File: config.mk
export PLATFORM = sky130hd
export DESIGN_NAME = code128_symbol_encoder
export DESIGN_NICKNAME = d
export VERILOG_FILES = /design/src/rtl/c128_pkg.sv /design/src/rtl/c128_cfg.sv /design/src/rtl/code128_symbol_encoder.sv
export VERILOG_INCLUDE_DIRS = /design/src /design/src/rtl
export SDC_FILE = /design/constraint.sdc
export NUM_CORES = 1
export LEC_CHECK = 0
export BUFFER_PORTS_ARGS = -buffer_cell sky130_fd_sc_hd__buf_2
export CAP_MARGIN = 20
export CORE_ASPECT_RATIO = 0.9
export CORE_MARGIN = 2
export CORE_UTILIZATION = 40
export DETAILED_ROUTE_END_ITERATION = 6
export HOLD_SLACK_MARGIN = 0.15
export PLACE_DENSITY = 0.65
export SLEW_MARGIN = 20
export SYNTH_ARGS = -nofsm -noshare
export SYNTH_HDL_FRONTEND = slang
export SYNTH_HIERARCHICAL = 1
export SYNTH_SLANG_ARGS = --single-unit
File: constraint.sdc
create_clock -name i_clk -period 18.35 [get_ports i_clk]
set_clock_uncertainty 0.2 [all_clocks]
set_input_delay 2.7525 -clock i_clk [delete_from_list [all_inputs] [get_ports i_clk]]
set_output_delay 2.7525 -clock i_clk [all_outputs]
set_load 0.03 [all_outputs]
File: src/rtl/assert_macros.svh
// -----------------------------------------------------------------------------
// Assertion macros
// Shared shorthand for clocked assertions. Each macro expects i_clk and the
// active-low synchronous reset i_rst_n in scope.
// -----------------------------------------------------------------------------
`ifndef ASSERT_MACROS_SVH
`define ASSERT_MACROS_SVH

// A condition that must hold at every clock edge out of reset.
`define C128_ASSERT_ALWAYS(lbl, expr, msg) \
    lbl: assert property (@(posedge i_clk) disable iff (!i_rst_n) (expr)) else $error(msg);

// A consequence that must hold in the same cycle as its antecedent.
`define C128_ASSERT_IMPL(lbl, ante, cons, msg) \
    lbl: assert property (@(posedge i_clk) disable iff (!i_rst_n) (ante) |-> (cons)) \
        else $error(msg);

// A consequence that must hold in the cycle after its antecedent.
`define C128_ASSERT_NEXT(lbl, ante, cons, msg) \
    lbl: assert property (@(posedge i_clk) disable iff (!i_rst_n) (ante) |=> (cons)) \
        else $error(msg);

`endif

File: src/rtl/c128_pkg.sv
// -----------------------------------------------------------------------------
// c128_pkg
// Widths, codes, register map, bar pattern table and small arithmetic helpers
// shared by the Code 128 symbol encoder.
// -----------------------------------------------------------------------------
package c128_pkg;

    localparam int unsigned CHAR_W  = 7;
    localparam int unsigned SYM_W   = 7;
    localparam int unsigned BARS_W  = 21;
    localparam int unsigned STAT_W  = 2;
    localparam int unsigned SET_W   = 2;
    localparam int unsigned DIGIT_W = 4;
    localparam int unsigned CHK_W   = 7;
    localparam int unsigned PROD_W  = 2 * CHK_W;
    localparam int unsigned MODIN_W = PROD_W + 1;
    localparam int unsigned SLOTS   = 5;
    localparam int unsigned APB_AW  = 4;
    localparam int unsigned APB_DW  = 32;
    localparam int unsigned NUM_SYMS = 107;

    // Code sets.
    localparam logic [SET_W-1:0] SET_A = 2'd0;
    localparam logic [SET_W-1:0] SET_B = 2'd1;
    localparam logic [SET_W-1:0] SET_C = 2'd2;

    // Result status codes.
    localparam logic [STAT_W-1:0] ST_OK         = 2'd0;
    localparam logic [STAT_W-1:0] ST_BAD_CHAR   = 2'd1;
    localparam logic [STAT_W-1:0] ST_ODD_DIGITS = 2'd2;

    // Register indexes (byte address / 4).
    localparam logic [APB_AW-3:0] REG_CODE_SET  = 2'd0;
    localparam logic [APB_AW-3:0] REG_EAN_MODE  = 2'd1;
    localparam logic [APB_AW-3:0] REG_CHECK_EN  = 2'd2;

    // Special symbol values.
    localparam logic [SYM_W-1:0] SYM_FNC1    = 7'd102;
    localparam logic [SYM_W-1:0] SYM_START_A = 7'd103;
    localparam logic [SYM_W-1:0] SYM_STOP    = 7'd106;
    localparam logic [SYM_W-1:0] SYM_MAX     = 7'd106;

    localparam logic [CHK_W-1:0] CHK_MOD        = 7'd103;
    localparam logic [CHK_W-1:0] CHK_MAX_WEIGHT = 7'd102;

    // Slot order inside one character's burst of results.
    localparam int unsigned SLOT_START = 0;
    localparam int unsigned SLOT_FNC1  = 1;
    localparam int unsigned SLOT_DATA  = 2;
    localparam int unsigned SLOT_CHECK = 3;
    localparam int unsigned SLOT_STOP  = 4;

    typedef struct packed {
        logic [SET_W-1:0] code_set;
        logic             ean_mode;
        logic             check_enable;
    } t_cfg;

    localparam t_cfg CFG_RESET = '{code_set: SET_B, ean_mode: 1'b0, check_enable: 1'b1};

    // Module widths, one octal digit per element, first element in the low digit.
    localparam logic [BARS_W-1:0] C128_BARS [NUM_SYMS] = '{
        21'o0222212, 21'o0221222, 21'o0122222, 21'o0322121, 21'o0223121, 21'o0222131,
        21'o0312221, 21'o0213221, 21'o0212231, 21'o0312122, 21'o0213122, 21'o0212132,
        21'o0232211, 21'o0231221, 21'o0132221, 21'o0222311, 21'o0221321, 21'o0122321,
        21'o0112322, 21'o0231122, 21'o0132122, 21'o0212312, 21'o0211322, 21'o0131213,
        21'o0222113, 21'o0221123, 21'o0122123, 21'o0212213, 21'o0211223, 21'o0112223,
        21'o0321212, 21'o0123212, 21'o0121232, 21'o0323111, 21'o0321131, 21'o0123131,
        21'o0313211, 21'o0311231, 21'o0113231, 21'o0313112, 21'o0311132, 21'o0113132,
        21'o0331211, 21'o0133211, 21'o0131231, 21'o0321311, 21'o0123311, 21'o0121331,
        21'o0121313, 21'o0133112, 21'o0131132, 21'o0311312, 21'o0113312, 21'o0131312,
        21'o0321113, 21'o0123113, 21'o0121133, 21'o0311213, 21'o0113213, 21'o0111233,
        21'o0111413, 21'o0114122, 21'o0111134, 21'o0422111, 21'o0224111, 21'o0421121,
        21'o0124121, 21'o0221141, 21'o0122141, 21'o0412211, 21'o0214211, 21'o0411221,
        21'o0114221, 21'o0211241, 21'o0112241, 21'o0112142, 21'o0411122, 21'o0111314,
        21'o0211142, 21'o0111431, 21'o0242111, 21'o0241121, 21'o0142121, 21'o0212411,
        21'o0211421, 21'o0112421, 21'o0212114, 21'o0211124, 21'o0112124, 21'o0141212,
        21'o0121412, 21'o0121214, 21'o0341111, 21'o0143111, 21'o0141131, 21'o0311411,
        21'o0113411, 21'o0311114, 21'o0113114, 21'o0141311, 21'o0131411, 21'o0141113,
        21'o0131114, 21'o0214112, 21'o0412112, 21'o0232112, 21'o2111332
    };

    function automatic logic [BARS_W-1:0] c128_bars(input logic [SYM_W-1:0] sym);
        logic [BARS_W-1:0] res;
        res = '0;
        if (sym <= SYM_MAX) begin
            res = C128_BARS[sym];
        end
        return res;
    endfunction

    // Reduction modulo 103 by folding: 128 is 25 modulo 103, so the upper bits
    // fold down with a constant multiply until a final conditional subtract.
    function automatic logic [CHK_W-1:0] c128_mod103(input logic [MODIN_W-1:0] x);
        logic [11:0] t1;
        logic [9:0]  t2;
        logic [7:0]  t3;
        logic [7:0]  res;
        t1  = 12'(x[MODIN_W-1:7]) * 12'd25 + 12'(x[6:0]);
        t2  = 10'(t1[11:7]) * 10'd25 + 10'(t1[6:0]);
        t3  = 8'(t2[9:7]) * 8'd25 + 8'(t2[6:0]);
        res = t3;
        if (t3 >= 8'(2 * 103)) begin
            res = t3 - 8'(2 * 103);
        end else if (t3 >= 8'(CHK_MOD)) begin
            res = t3 - 8'(CHK_MOD);
        end
        return res[CHK_W-1:0];
    endfunction

endpackage

File: src/rtl/c128_cfg.sv
// -----------------------------------------------------------------------------
// c128_cfg
// APB register file holding the code set, EAN mode and check enable settings.
// -----------------------------------------------------------------------------
module c128_cfg (
    input  logic                        i_clk,
    input  logic                        i_rst_n,
    input  logic                        psel,
    input  logic                        penable,
    input  logic                        pwrite,
    input  logic [c128_pkg::APB_AW-1:0] paddr,
    input  logic [c128_pkg::APB_DW-1:0] pwdata,
    output logic [c128_pkg::APB_DW-1:0] prdata,
    output logic                        pready,
    output c128_pkg::t_cfg              o_cfg
);
    import c128_pkg::*;

    t_cfg              r_cfg;
    logic [APB_AW-3:0] reg_idx;
    logic              wr_en;

    assign reg_idx = paddr[APB_AW-1:2];
    assign wr_en   = psel & penable & pwrite;
    assign pready  = 1'b1;
    assign o_cfg   = r_cfg;

    always_ff @(posedge i_clk) begin
        if (!i_rst_n) begin
            r_cfg <= CFG_RESET;
        end else if (wr_en) begin
            unique case (reg_idx)
                REG_CODE_SET: r_cfg.code_set     <= pwdata[SET_W-1:0];
                REG_EAN_MODE: r_cfg.ean_mode     <= pwdata[0];
                REG_CHECK_EN: r_cfg.check_enable <= pwdata[0];
                default: ;
            endcase
        end
    end

    always_comb begin
        prdata = '0;
        unique case (reg_idx)
            REG_CODE_SET: prdata[SET_W-1:0] = r_cfg.code_set;
            REG_EAN_MODE: prdata[0]         = r_cfg.ean_mode;
            REG_CHECK_EN: prdata[0]         = r_cfg.check_enable;
            default: ;
        endcase
    end

endmodule

File: src/rtl/code128_symbol_encoder.sv
// -----------------------------------------------------------------------------
// code128_symbol_encoder
// Encodes message characters in a fixed code set into Code 128 symbols with
// their bar and space widths, start, FNC1, check and stop symbols included.
// -----------------------------------------------------------------------------
// Each accepted character is encoded into a burst of up to five result
// symbols (start, FNC1, data, check, stop) held in a slot register, and the
// slots drain through a single output register at one symbol per cycle while
// i_out_ready is high. A new character is taken only when the slot register is
// empty or its last symbol is moving out; a held set C digit or a character
// dropped after an error yields no symbol, and only the first and last
// characters of a message add start, FNC1, check and stop symbols. Results
// pass through the slot register and then the output register. The running
// checksum uses one 7x7 multiply and a fold-based modulo 103 reduction.
// -----------------------------------------------------------------------------
`include "assert_macros.svh"

module code128_symbol_encoder (
    input  logic                        i_clk,
    input  logic                        i_rst_n,
    // Configuration port
    input  logic                        psel,
    input  logic                        penable,
    input  logic                        pwrite,
    input  logic [c128_pkg::APB_AW-1:0] paddr,
    input  logic [c128_pkg::APB_DW-1:0] pwdata,
    output logic [c128_pkg::APB_DW-1:0] prdata,
    output logic                        pready,
    // Character input
    input  logic                        i_in_valid,
    output logic                        o_in_ready,
    input  logic [c128_pkg::CHAR_W-1:0] i_character,
    input  logic                        i_last_char,
    // Symbol output
    output logic                        o_out_valid,
    input  logic                        i_out_ready,
    output logic [c128_pkg::BARS_W-1:0] o_bar_widths,
    output logic [c128_pkg::SYM_W-1:0]  o_symbol_value,
    output logic [c128_pkg::STAT_W-1:0] o_status,
    output logic                        o_last_symbol
);
    import c128_pkg::*;

    t_cfg cfg;

    c128_cfg u_cfg (
        .i_clk   (i_clk),
        .i_rst_n (i_rst_n),
        .psel    (psel),
        .penable (penable),
        .pwrite  (pwrite),
        .paddr   (paddr),
        .pwdata  (pwdata),
        .prdata  (prdata),
        .pready  (pready),
        .o_cfg   (cfg)
    );

    // Message state
    logic [CHK_W-1:0]   r_sum;
    logic [CHK_W-1:0]   r_weight;
    logic               r_started;
    logic [DIGIT_W-1:0] r_pend_digit;
    logic               r_pend_valid;
    logic               r_failed;

    // Slot register: one character's results
    logic [SLOTS-1:0]   r_mask;
    logic [SYM_W-1:0]   r_sym [SLOTS];
    logic [STAT_W-1:0]  r_slot_status;
    logic [SLOTS-1:0]   n_mask;
    logic [SYM_W-1:0]   n_sym [SLOTS];
    logic [STAT_W-1:0]  n_slot_status;

    // Output register
    logic               r_out_valid;
    logic [BARS_W-1:0]  r_out_bars;
    logic [SYM_W-1:0]   r_out_sym;
    logic [STAT_W-1:0]  r_out_status;
    logic               r_out_last;

    // Encode path
    logic [STAT_W-1:0]  err;
    logic [SYM_W-1:0]   val;
    logic               have;
    logic               pend_load;
    logic               pend_clear;
    logic               is_digit;
    logic [DIGIT_W-1:0] digit;
    logic [SYM_W-1:0]   pair;
    logic               fnc;
    logic [SYM_W-1:0]   start_sym;
    logic [CHK_W-1:0]   start_rem;
    logic [CHK_W-1:0]   fnc_sum;
    logic [CHK_W-1:0]   base_sum;
    logic [CHK_W-1:0]   base_w;
    logic [PROD_W-1:0]  prod;
    logic [MODIN_W-1:0] sum_x;
    logic [CHK_W-1:0]   sum_new;
    logic [CHK_W-1:0]   w_next;

    // Handshake
    logic [SLOTS-1:0]   slot_low;
    logic [SLOTS-1:0]   slot_rest;
    logic               slot_has;
    logic               slot_single;
    logic               slot_move;
    logic [SYM_W-1:0]   sel_sym;
    logic               out_take;
    logic               out_free;
    logic               in_fire;

    // Assertion terms
    logic               out_err;
    logic               out_blank;
    logic               chk_in_range;
    logic               pend_ok;
    logic               last_fire;
    logic               msg_idle;

    // Character classification per code set
    always_comb begin
        err        = ST_OK;
        val        = '0;
        have       = 1'b0;
        pend_load  = 1'b0;
        pend_clear = 1'b0;
        is_digit   = (i_character >= 7'd48) && (i_character <= 7'd57);
        digit      = i_character[DIGIT_W-1:0];
        pair       = (SYM_W'(r_pend_digit) << 3) + (SYM_W'(r_pend_digit) << 1)
                     + SYM_W'(digit);
        priority if (r_pend_valid && (cfg.code_set != SET_C)) begin
            // A held digit cannot be completed outside set C.
            err = ST_ODD_DIGITS;
        end else if (cfg.code_set == SET_A) begin
            if (i_character < 7'd32) begin
                val  = i_character + 7'd64;
                have = 1'b1;
            end else if (i_character < 7'd96) begin
                val  = i_character - 7'd32;
                have = 1'b1;
            end else begin
                err = ST_BAD_CHAR;
            end
        end else if (cfg.code_set == SET_B) begin
            if (i_character >= 7'd32) begin
                val  = i_character - 7'd32;
                have = 1'b1;
            end else begin
                err = ST_BAD_CHAR;
            end
        end else if (cfg.code_set == SET_C) begin
            if (!is_digit) begin
                err = ST_BAD_CHAR;
            end else if (r_pend_valid) begin
                val        = pair;
                have       = 1'b1;
                pend_clear = 1'b1;
            end else if (i_last_char) begin
                err = ST_ODD_DIGITS;
            end else begin
                pend_load = 1'b1;
            end
        end else begin
            err = ST_BAD_CHAR;
        end
    end

    // Checksum: start value weight 1, then FNC1 and data with rising weights.
    always_comb begin
        fnc       = !r_started && (cfg.code_set == SET_C) && cfg.ean_mode;
        start_sym = SYM_START_A + SYM_W'(cfg.code_set);
        start_rem = CHK_W'(cfg.code_set);
        fnc_sum   = c128_mod103(MODIN_W'(start_rem) + MODIN_W'(SYM_FNC1));
        if (r_started) begin
            base_sum = r_sum;
            base_w   = r_weight;
        end else if (fnc) begin
            base_sum = fnc_sum;
            base_w   = 7'd2;
        end else begin
            base_sum = start_rem;
            base_w   = 7'd1;
        end
        prod  = PROD_W'(val) * PROD_W'(base_w);
        sum_x = MODIN_W'(prod) + MODIN_W'(base_sum);
        if (have) begin
            sum_new = c128_mod103(sum_x);
            w_next  = (base_w == CHK_MAX_WEIGHT) ? '0 : base_w + 7'd1;
        end else begin
            sum_new = base_sum;
            w_next  = base_w;
        end
    end

    // Build the slot contents for this character.
    always_comb begin
        n_sym[SLOT_START] = start_sym;
        n_sym[SLOT_FNC1]  = SYM_FNC1;
        n_sym[SLOT_DATA]  = val;
        n_sym[SLOT_CHECK] = sum_new;
        n_sym[SLOT_STOP]  = SYM_STOP;
        n_mask            = '0;
        n_slot_status     = ST_OK;
        if (r_failed) begin
            n_mask = '0;
        end else if (err != ST_OK) begin
            n_mask[SLOT_START] = 1'b1;
            n_slot_status      = err;
        end else begin
            n_mask[SLOT_START] = !r_started;
            n_mask[SLOT_FNC1]  = fnc;
            n_mask[SLOT_DATA]  = have;
            n_mask[SLOT_CHECK] = i_last_char && cfg.check_enable;
            n_mask[SLOT_STOP]  = i_last_char;
        end
    end

    // The slot register drains lowest slot first into the output register.
    assign slot_low    = r_mask & (~r_mask + SLOTS'(1));
    assign slot_rest   = r_mask & ~slot_low;
    assign slot_has    = |r_mask;
    assign slot_single = (slot_rest == '0);
    assign out_take    = r_out_valid & i_out_ready;
    assign out_free    = !r_out_valid | out_take;
    assign slot_move   = slot_has & out_free;
    assign o_in_ready  = !slot_has | (slot_move & slot_single);
    assign in_fire     = i_in_valid & o_in_ready;

    always_comb begin
        sel_sym = '0;
        for (int i = 0; i < SLOTS; i++) begin
            if (slot_low[i]) begin
                sel_sym = sel_sym | r_sym[i];
            end
        end
    end

    always_ff @(posedge i_clk) begin
        if (!i_rst_n) begin
            r_mask <= '0;
        end else if (in_fire) begin
            r_mask <= n_mask;
        end else if (slot_move) begin
            r_mask <= slot_rest;
        end
    end

    always_ff @(posedge i_clk) begin
        if (in_fire) begin
            r_sym         <= n_sym;
            r_slot_status <= n_slot_status;
        end
    end

    always_ff @(posedge i_clk) begin
        if (!i_rst_n) begin
            r_sum        <= '0;
            r_weight     <= 7'd1;
            r_started    <= 1'b0;
            r_pend_digit <= '0;
            r_pend_valid <= 1'b0;
            r_failed     <= 1'b0;
        end else if (in_fire) begin
            if (i_last_char) begin
                // Any last character, good or bad, closes the message.
                r_sum        <= '0;
                r_weight     <= 7'd1;
                r_started    <= 1'b0;
                r_pend_digit <= '0;
                r_pend_valid <= 1'b0;
                r_failed     <= 1'b0;
            end else if (r_failed) begin
                r_failed <= 1'b1;
            end else if (err != ST_OK) begin
                r_failed <= 1'b1;
            end else begin
                r_started <= 1'b1;
                r_sum     <= sum_new;
                r_weight  <= w_next;
                if (pend_load) begin
                    r_pend_digit <= digit;
                    r_pend_valid <= 1'b1;
                end else if (pend_clear) begin
                    r_pend_digit <= '0;
                    r_pend_valid <= 1'b0;
                end
            end
        end
    end

    always_ff @(posedge i_clk) begin
        if (!i_rst_n) begin
            r_out_valid <= 1'b0;
        end else if (slot_move) begin
            r_out_valid <= 1'b1;
        end else if (out_take) begin
            r_out_valid <= 1'b0;
        end
    end

    always_ff @(posedge i_clk) begin
        if (slot_move) begin
            r_out_status <= r_slot_status;
            r_out_last   <= slot_single;
            if (r_slot_status != ST_OK) begin
                r_out_sym  <= '0;
                r_out_bars <= '0;
            end else begin
                r_out_sym  <= sel_sym;
                r_out_bars <= c128_bars(sel_sym);
            end
        end
    end

    assign o_out_valid    = r_out_valid;
    assign o_bar_widths   = r_out_bars;
    assign o_symbol_value = r_out_sym;
    assign o_status       = r_out_status;
    assign o_last_symbol  = r_out_last;

    assign out_err      = o_out_valid && (o_status != ST_OK);
    assign out_blank    = o_last_symbol && (o_symbol_value == '0) && (o_bar_widths == '0);
    assign chk_in_range = (r_sum < CHK_MOD) && (r_weight < CHK_MOD);
    assign pend_ok      = r_started && (r_pend_digit <= 4'd9);
    assign last_fire    = in_fire && i_last_char;
    assign msg_idle     = !r_started && !r_failed && !r_pend_valid;

    `C128_ASSERT_IMPL(a_err_alone, out_err, out_blank, "error result is not a lone empty symbol")
    `C128_ASSERT_ALWAYS(a_chk_range, chk_in_range, "checksum state out of range")
    `C128_ASSERT_IMPL(a_pend_started, r_pend_valid, pend_ok, "held digit outside a message")
    `C128_ASSERT_NEXT(a_last_clears, last_fire, msg_idle, "message state not cleared")

endmodule
==> out/qor.yml <==
finish:
  final_net_count: 1479
  final_cell_mix: "132 x ha_1, 125 x inv_1, 110 x nand2_1"
  drive_above_1_share_pct: 9.10
  multi_input_area_sq_mm: 0.00732
  fillerInstances: 2511
  seqCellArea_sq_mm: 0.00209
  area_delta_synth_final_pct: 6.26
  antennaDiodeCount: 0
  utilization_pct: 43.4
  final_common_cell: "ha_1"
  final_cells: 1595
global_route:
  grt_usage_pct: 18.4
  grt_max_degree: 51
  grt_pass1_wl_mm: 41.7
  grt_pass1_vias: 8520
  antenna_found_initial: 0
  overflow: 0
cts:
  clk_pin_slew_worst_paths_ns: 0.06
  post_cts_buffers: 0
  root_buffer: "clkbuf_16"
  cts.sinks: 80
  cts_buffers: 9
  htree_levels: 3
  cts_tree: "built"
  clockBufferDepth: 2
  clkLatencyLatePin_ns: 0.34
routing:
  via_per_inst: 5.66
  ant_nets: 0
  wl_per_cell_microns: 16.0
  drt_wl_total_mm: 25.5
  vias: 9028
  dr.pass1.iters: 6
  drc_errors: 0
  first_iter_violations: 1066
placed_design:
  dp_cells: 1578
  dp_hpwl_mm: 18.9
  gp_congestion: 0.910
  io_buffers: 51
setup_path:
  worstRegToRegCells: 59
  end_kind: "flip-flop"
  crit_fanout: 14
  crit_type: "in2reg"
  timing.critical_path.mode_cell: "inv_1"
  worstSetupStartpointType: "input pin"
  required_ns: 18.43
  cpMaxStageDelayCell: "fa_1"
  slowest_delay_ns: 0.54
  arrival_ns: 17.24
floorplan:
  fp-row-count: 55
  die_h_microns: 156
  core_sq_mm: 0.0253
  boundaryPins: 117
  dieArea_sq_mm: 0.0271
  initial_utilization_pct: 40.8
  die_w_microns: 173
timing:
  fin_tns_setup_ns: 0
  drv_slew: 0
  slew-limit-headroom_pct: 31.2
  fin_crit_ns: 17.16
  max_freq_mhz: 58.3
  hold_viol: 0
  whs_ns: 0.267
  rsz0062_at_grt: "no"
  period_share_pct: 93.5
  setup_violations: 0
  tightestPinTransition_ns: 1.03
logic_synthesis:
  synth_edf_count: 49
  ys_types: 93
  synth.cell_area_sq_mm: 0.0103
  avgSynthCellArea_sq_um: 8.30
  yosys_most_used_dff: "edfxtp_1"
  synthArstFlopShare_pct: 0
  seq_area_frac_synth_pct: 20.3
  syn-instance-count: 1242
  yosys_warnings: 6
  ys_seq_elements: 80
run_status:
  status: "complete, no violations"
pwr:
  power_mw: 0.720
  p_clk_share_pct: 23.5
  power.switching_mw: 0.308
  p_int_mw: 0.412
  power_density_mw_per_mm2: 65.7
  peakVddDrop_uv: 43.1
  seqPwrFrac_pct: 31.0
  p_comb_share_pct: 45.6
  swShare_pct: 42.7
  leakage_nw: 5.07
worst_hold_path:
  hold_path_depth: 2
  min_path_type: "reg2reg"
job:
  max_cap_viol_count: 0
## power by group through the flow
| stage | clock network (mW) | registers [mW] | logic [mW] |
|---|---|---|---|
| floorplan | 0 | 0.250 | 0.224 |
| finish | 0.169 | 0.223 | 0.328 |
| global route | 0.180 | 0.225 | 0.353 |
| global placement | 0 | 0.227 | 0.315 |
| CTS | 0.172 | 0.223 | 0.318 |
| detailed placement | 0 | 0.227 | 0.317 |
## final cells by class
cell class	count	share of cell area, %
multi-input combinational	966	66.8
timing repair buffer	65	3.36
clock buffer	12	2.25
tap	342	3.91
sequential	80	19.1
inverter	126	4.32
clock inverter	4	0.263
## sequential cells by signal, summed over array words and instances (netlist names), 4 cells and up
register	count
o_symbol_value	7
r_sym	18
r_sum	7
o_bar_widths	19
r_pend_digit	4
r_weight	7
u_cfg/o_cfg	4
r_mask	5
## cells in the mapped netlist (10+ instances only)
master,number,area share (%)
a211oi_1,14,1.0
inv_1,125,4.5
ha_1,132,16
nor2b_1,20,1.2
edfxtp_1,49,14
a22oi_1,12,0.87
nand3_1,35,1.7
fa_1,48,9.3
a31oi_1,11,0.67
o21ai_0,61,3.0
nand4_1,10,0.61
clkbuf_1,36,1.3
xnor2_1,32,2.7
a21o_1,12,0.87
buf_2,19,0.92
nor2_1,104,3.8
dfxtp_1,31,6.0
nand2_1,110,4.0
xor2_1,15,1.3
nor3_1,18,0.87
o22ai_1,12,0.73
o211ai_1,15,1.1
a21oi_1,79,3.8
buf_4,36,2.6
## path summary, 6_finish.rpt
path                               startpoint               endpoint  slack [ns]
hold / removal          r_sum[0]$_SDFFE_PN0P_  r_sum[0]$_SDFFE_PN0P_        0.27
setup reg to reg  u_cfg/o_cfg[3]$_SDFFE_PN0P_  r_sum[4]$_SDFFE_PN0P_        3.36
hold reg to reg         r_sum[0]$_SDFFE_PN0P_  r_sum[0]$_SDFFE_PN0P_        0.27
setup / recovery               i_character[3]  r_sum[4]$_SDFFE_PN0P_        1.19
## routing by layer
metal,GRT usage [%],routed length (microns),vias up
met4,5.13,561,0
li1,-,-,4369
met1,24.8,11500,4226
met2,29.6,11500,369
met3,4.32,1930,64
met5,0,0,-
## per-stage QoR
| step | setup slack, ns | area, sq um |
|---|---|---|
| after global routing | 0.0293 | 11000 |
| final | 1.19 | 11000 |
| after floorplan | 2.17 | 10400 |
| after CTS | 0.949 | 10900 |
| after global placement | 0.879 | 10700 |
| after detailed placement | 0.650 | 10700 |
## cells by family (layout without fill, tap and decap cells)
kind of cell / after synthesis / in the layout / share of synthesized area [%]
adder cells (fa/ha/maj): 181 / 181 / 25.4
AO/OA/AOI/OAI: 332 / 332 / 21.7
flip-flops: 80 / 80 / 20.3
AND/OR/NAND/NOR: 361 / 361 / 17.0
other: 3 / 33 / 0.109
multiplexers: 11 / 11 / 1.31
XOR/XNOR: 48 / 48 / 4.15
buffers and inverters: 226 / 207 / 9.99
## worst max-delay path, delay by kind of cell
family | cells | cell delay (ns)
simple gates | 8 | 1.69
xor+xnor | 4 | 0.99
compound gates | 19 | 3.41
fa+ha+maj | 18 | 7.29
buf+inv | 13 | 1.07
## repair_timing
action / in CTS / in global routing
gates resized for setup: 0 / 1
setup endpoints to repair: 0 / 10
hold buffers: 0 / 0
(Power assumes the default switching activity.)
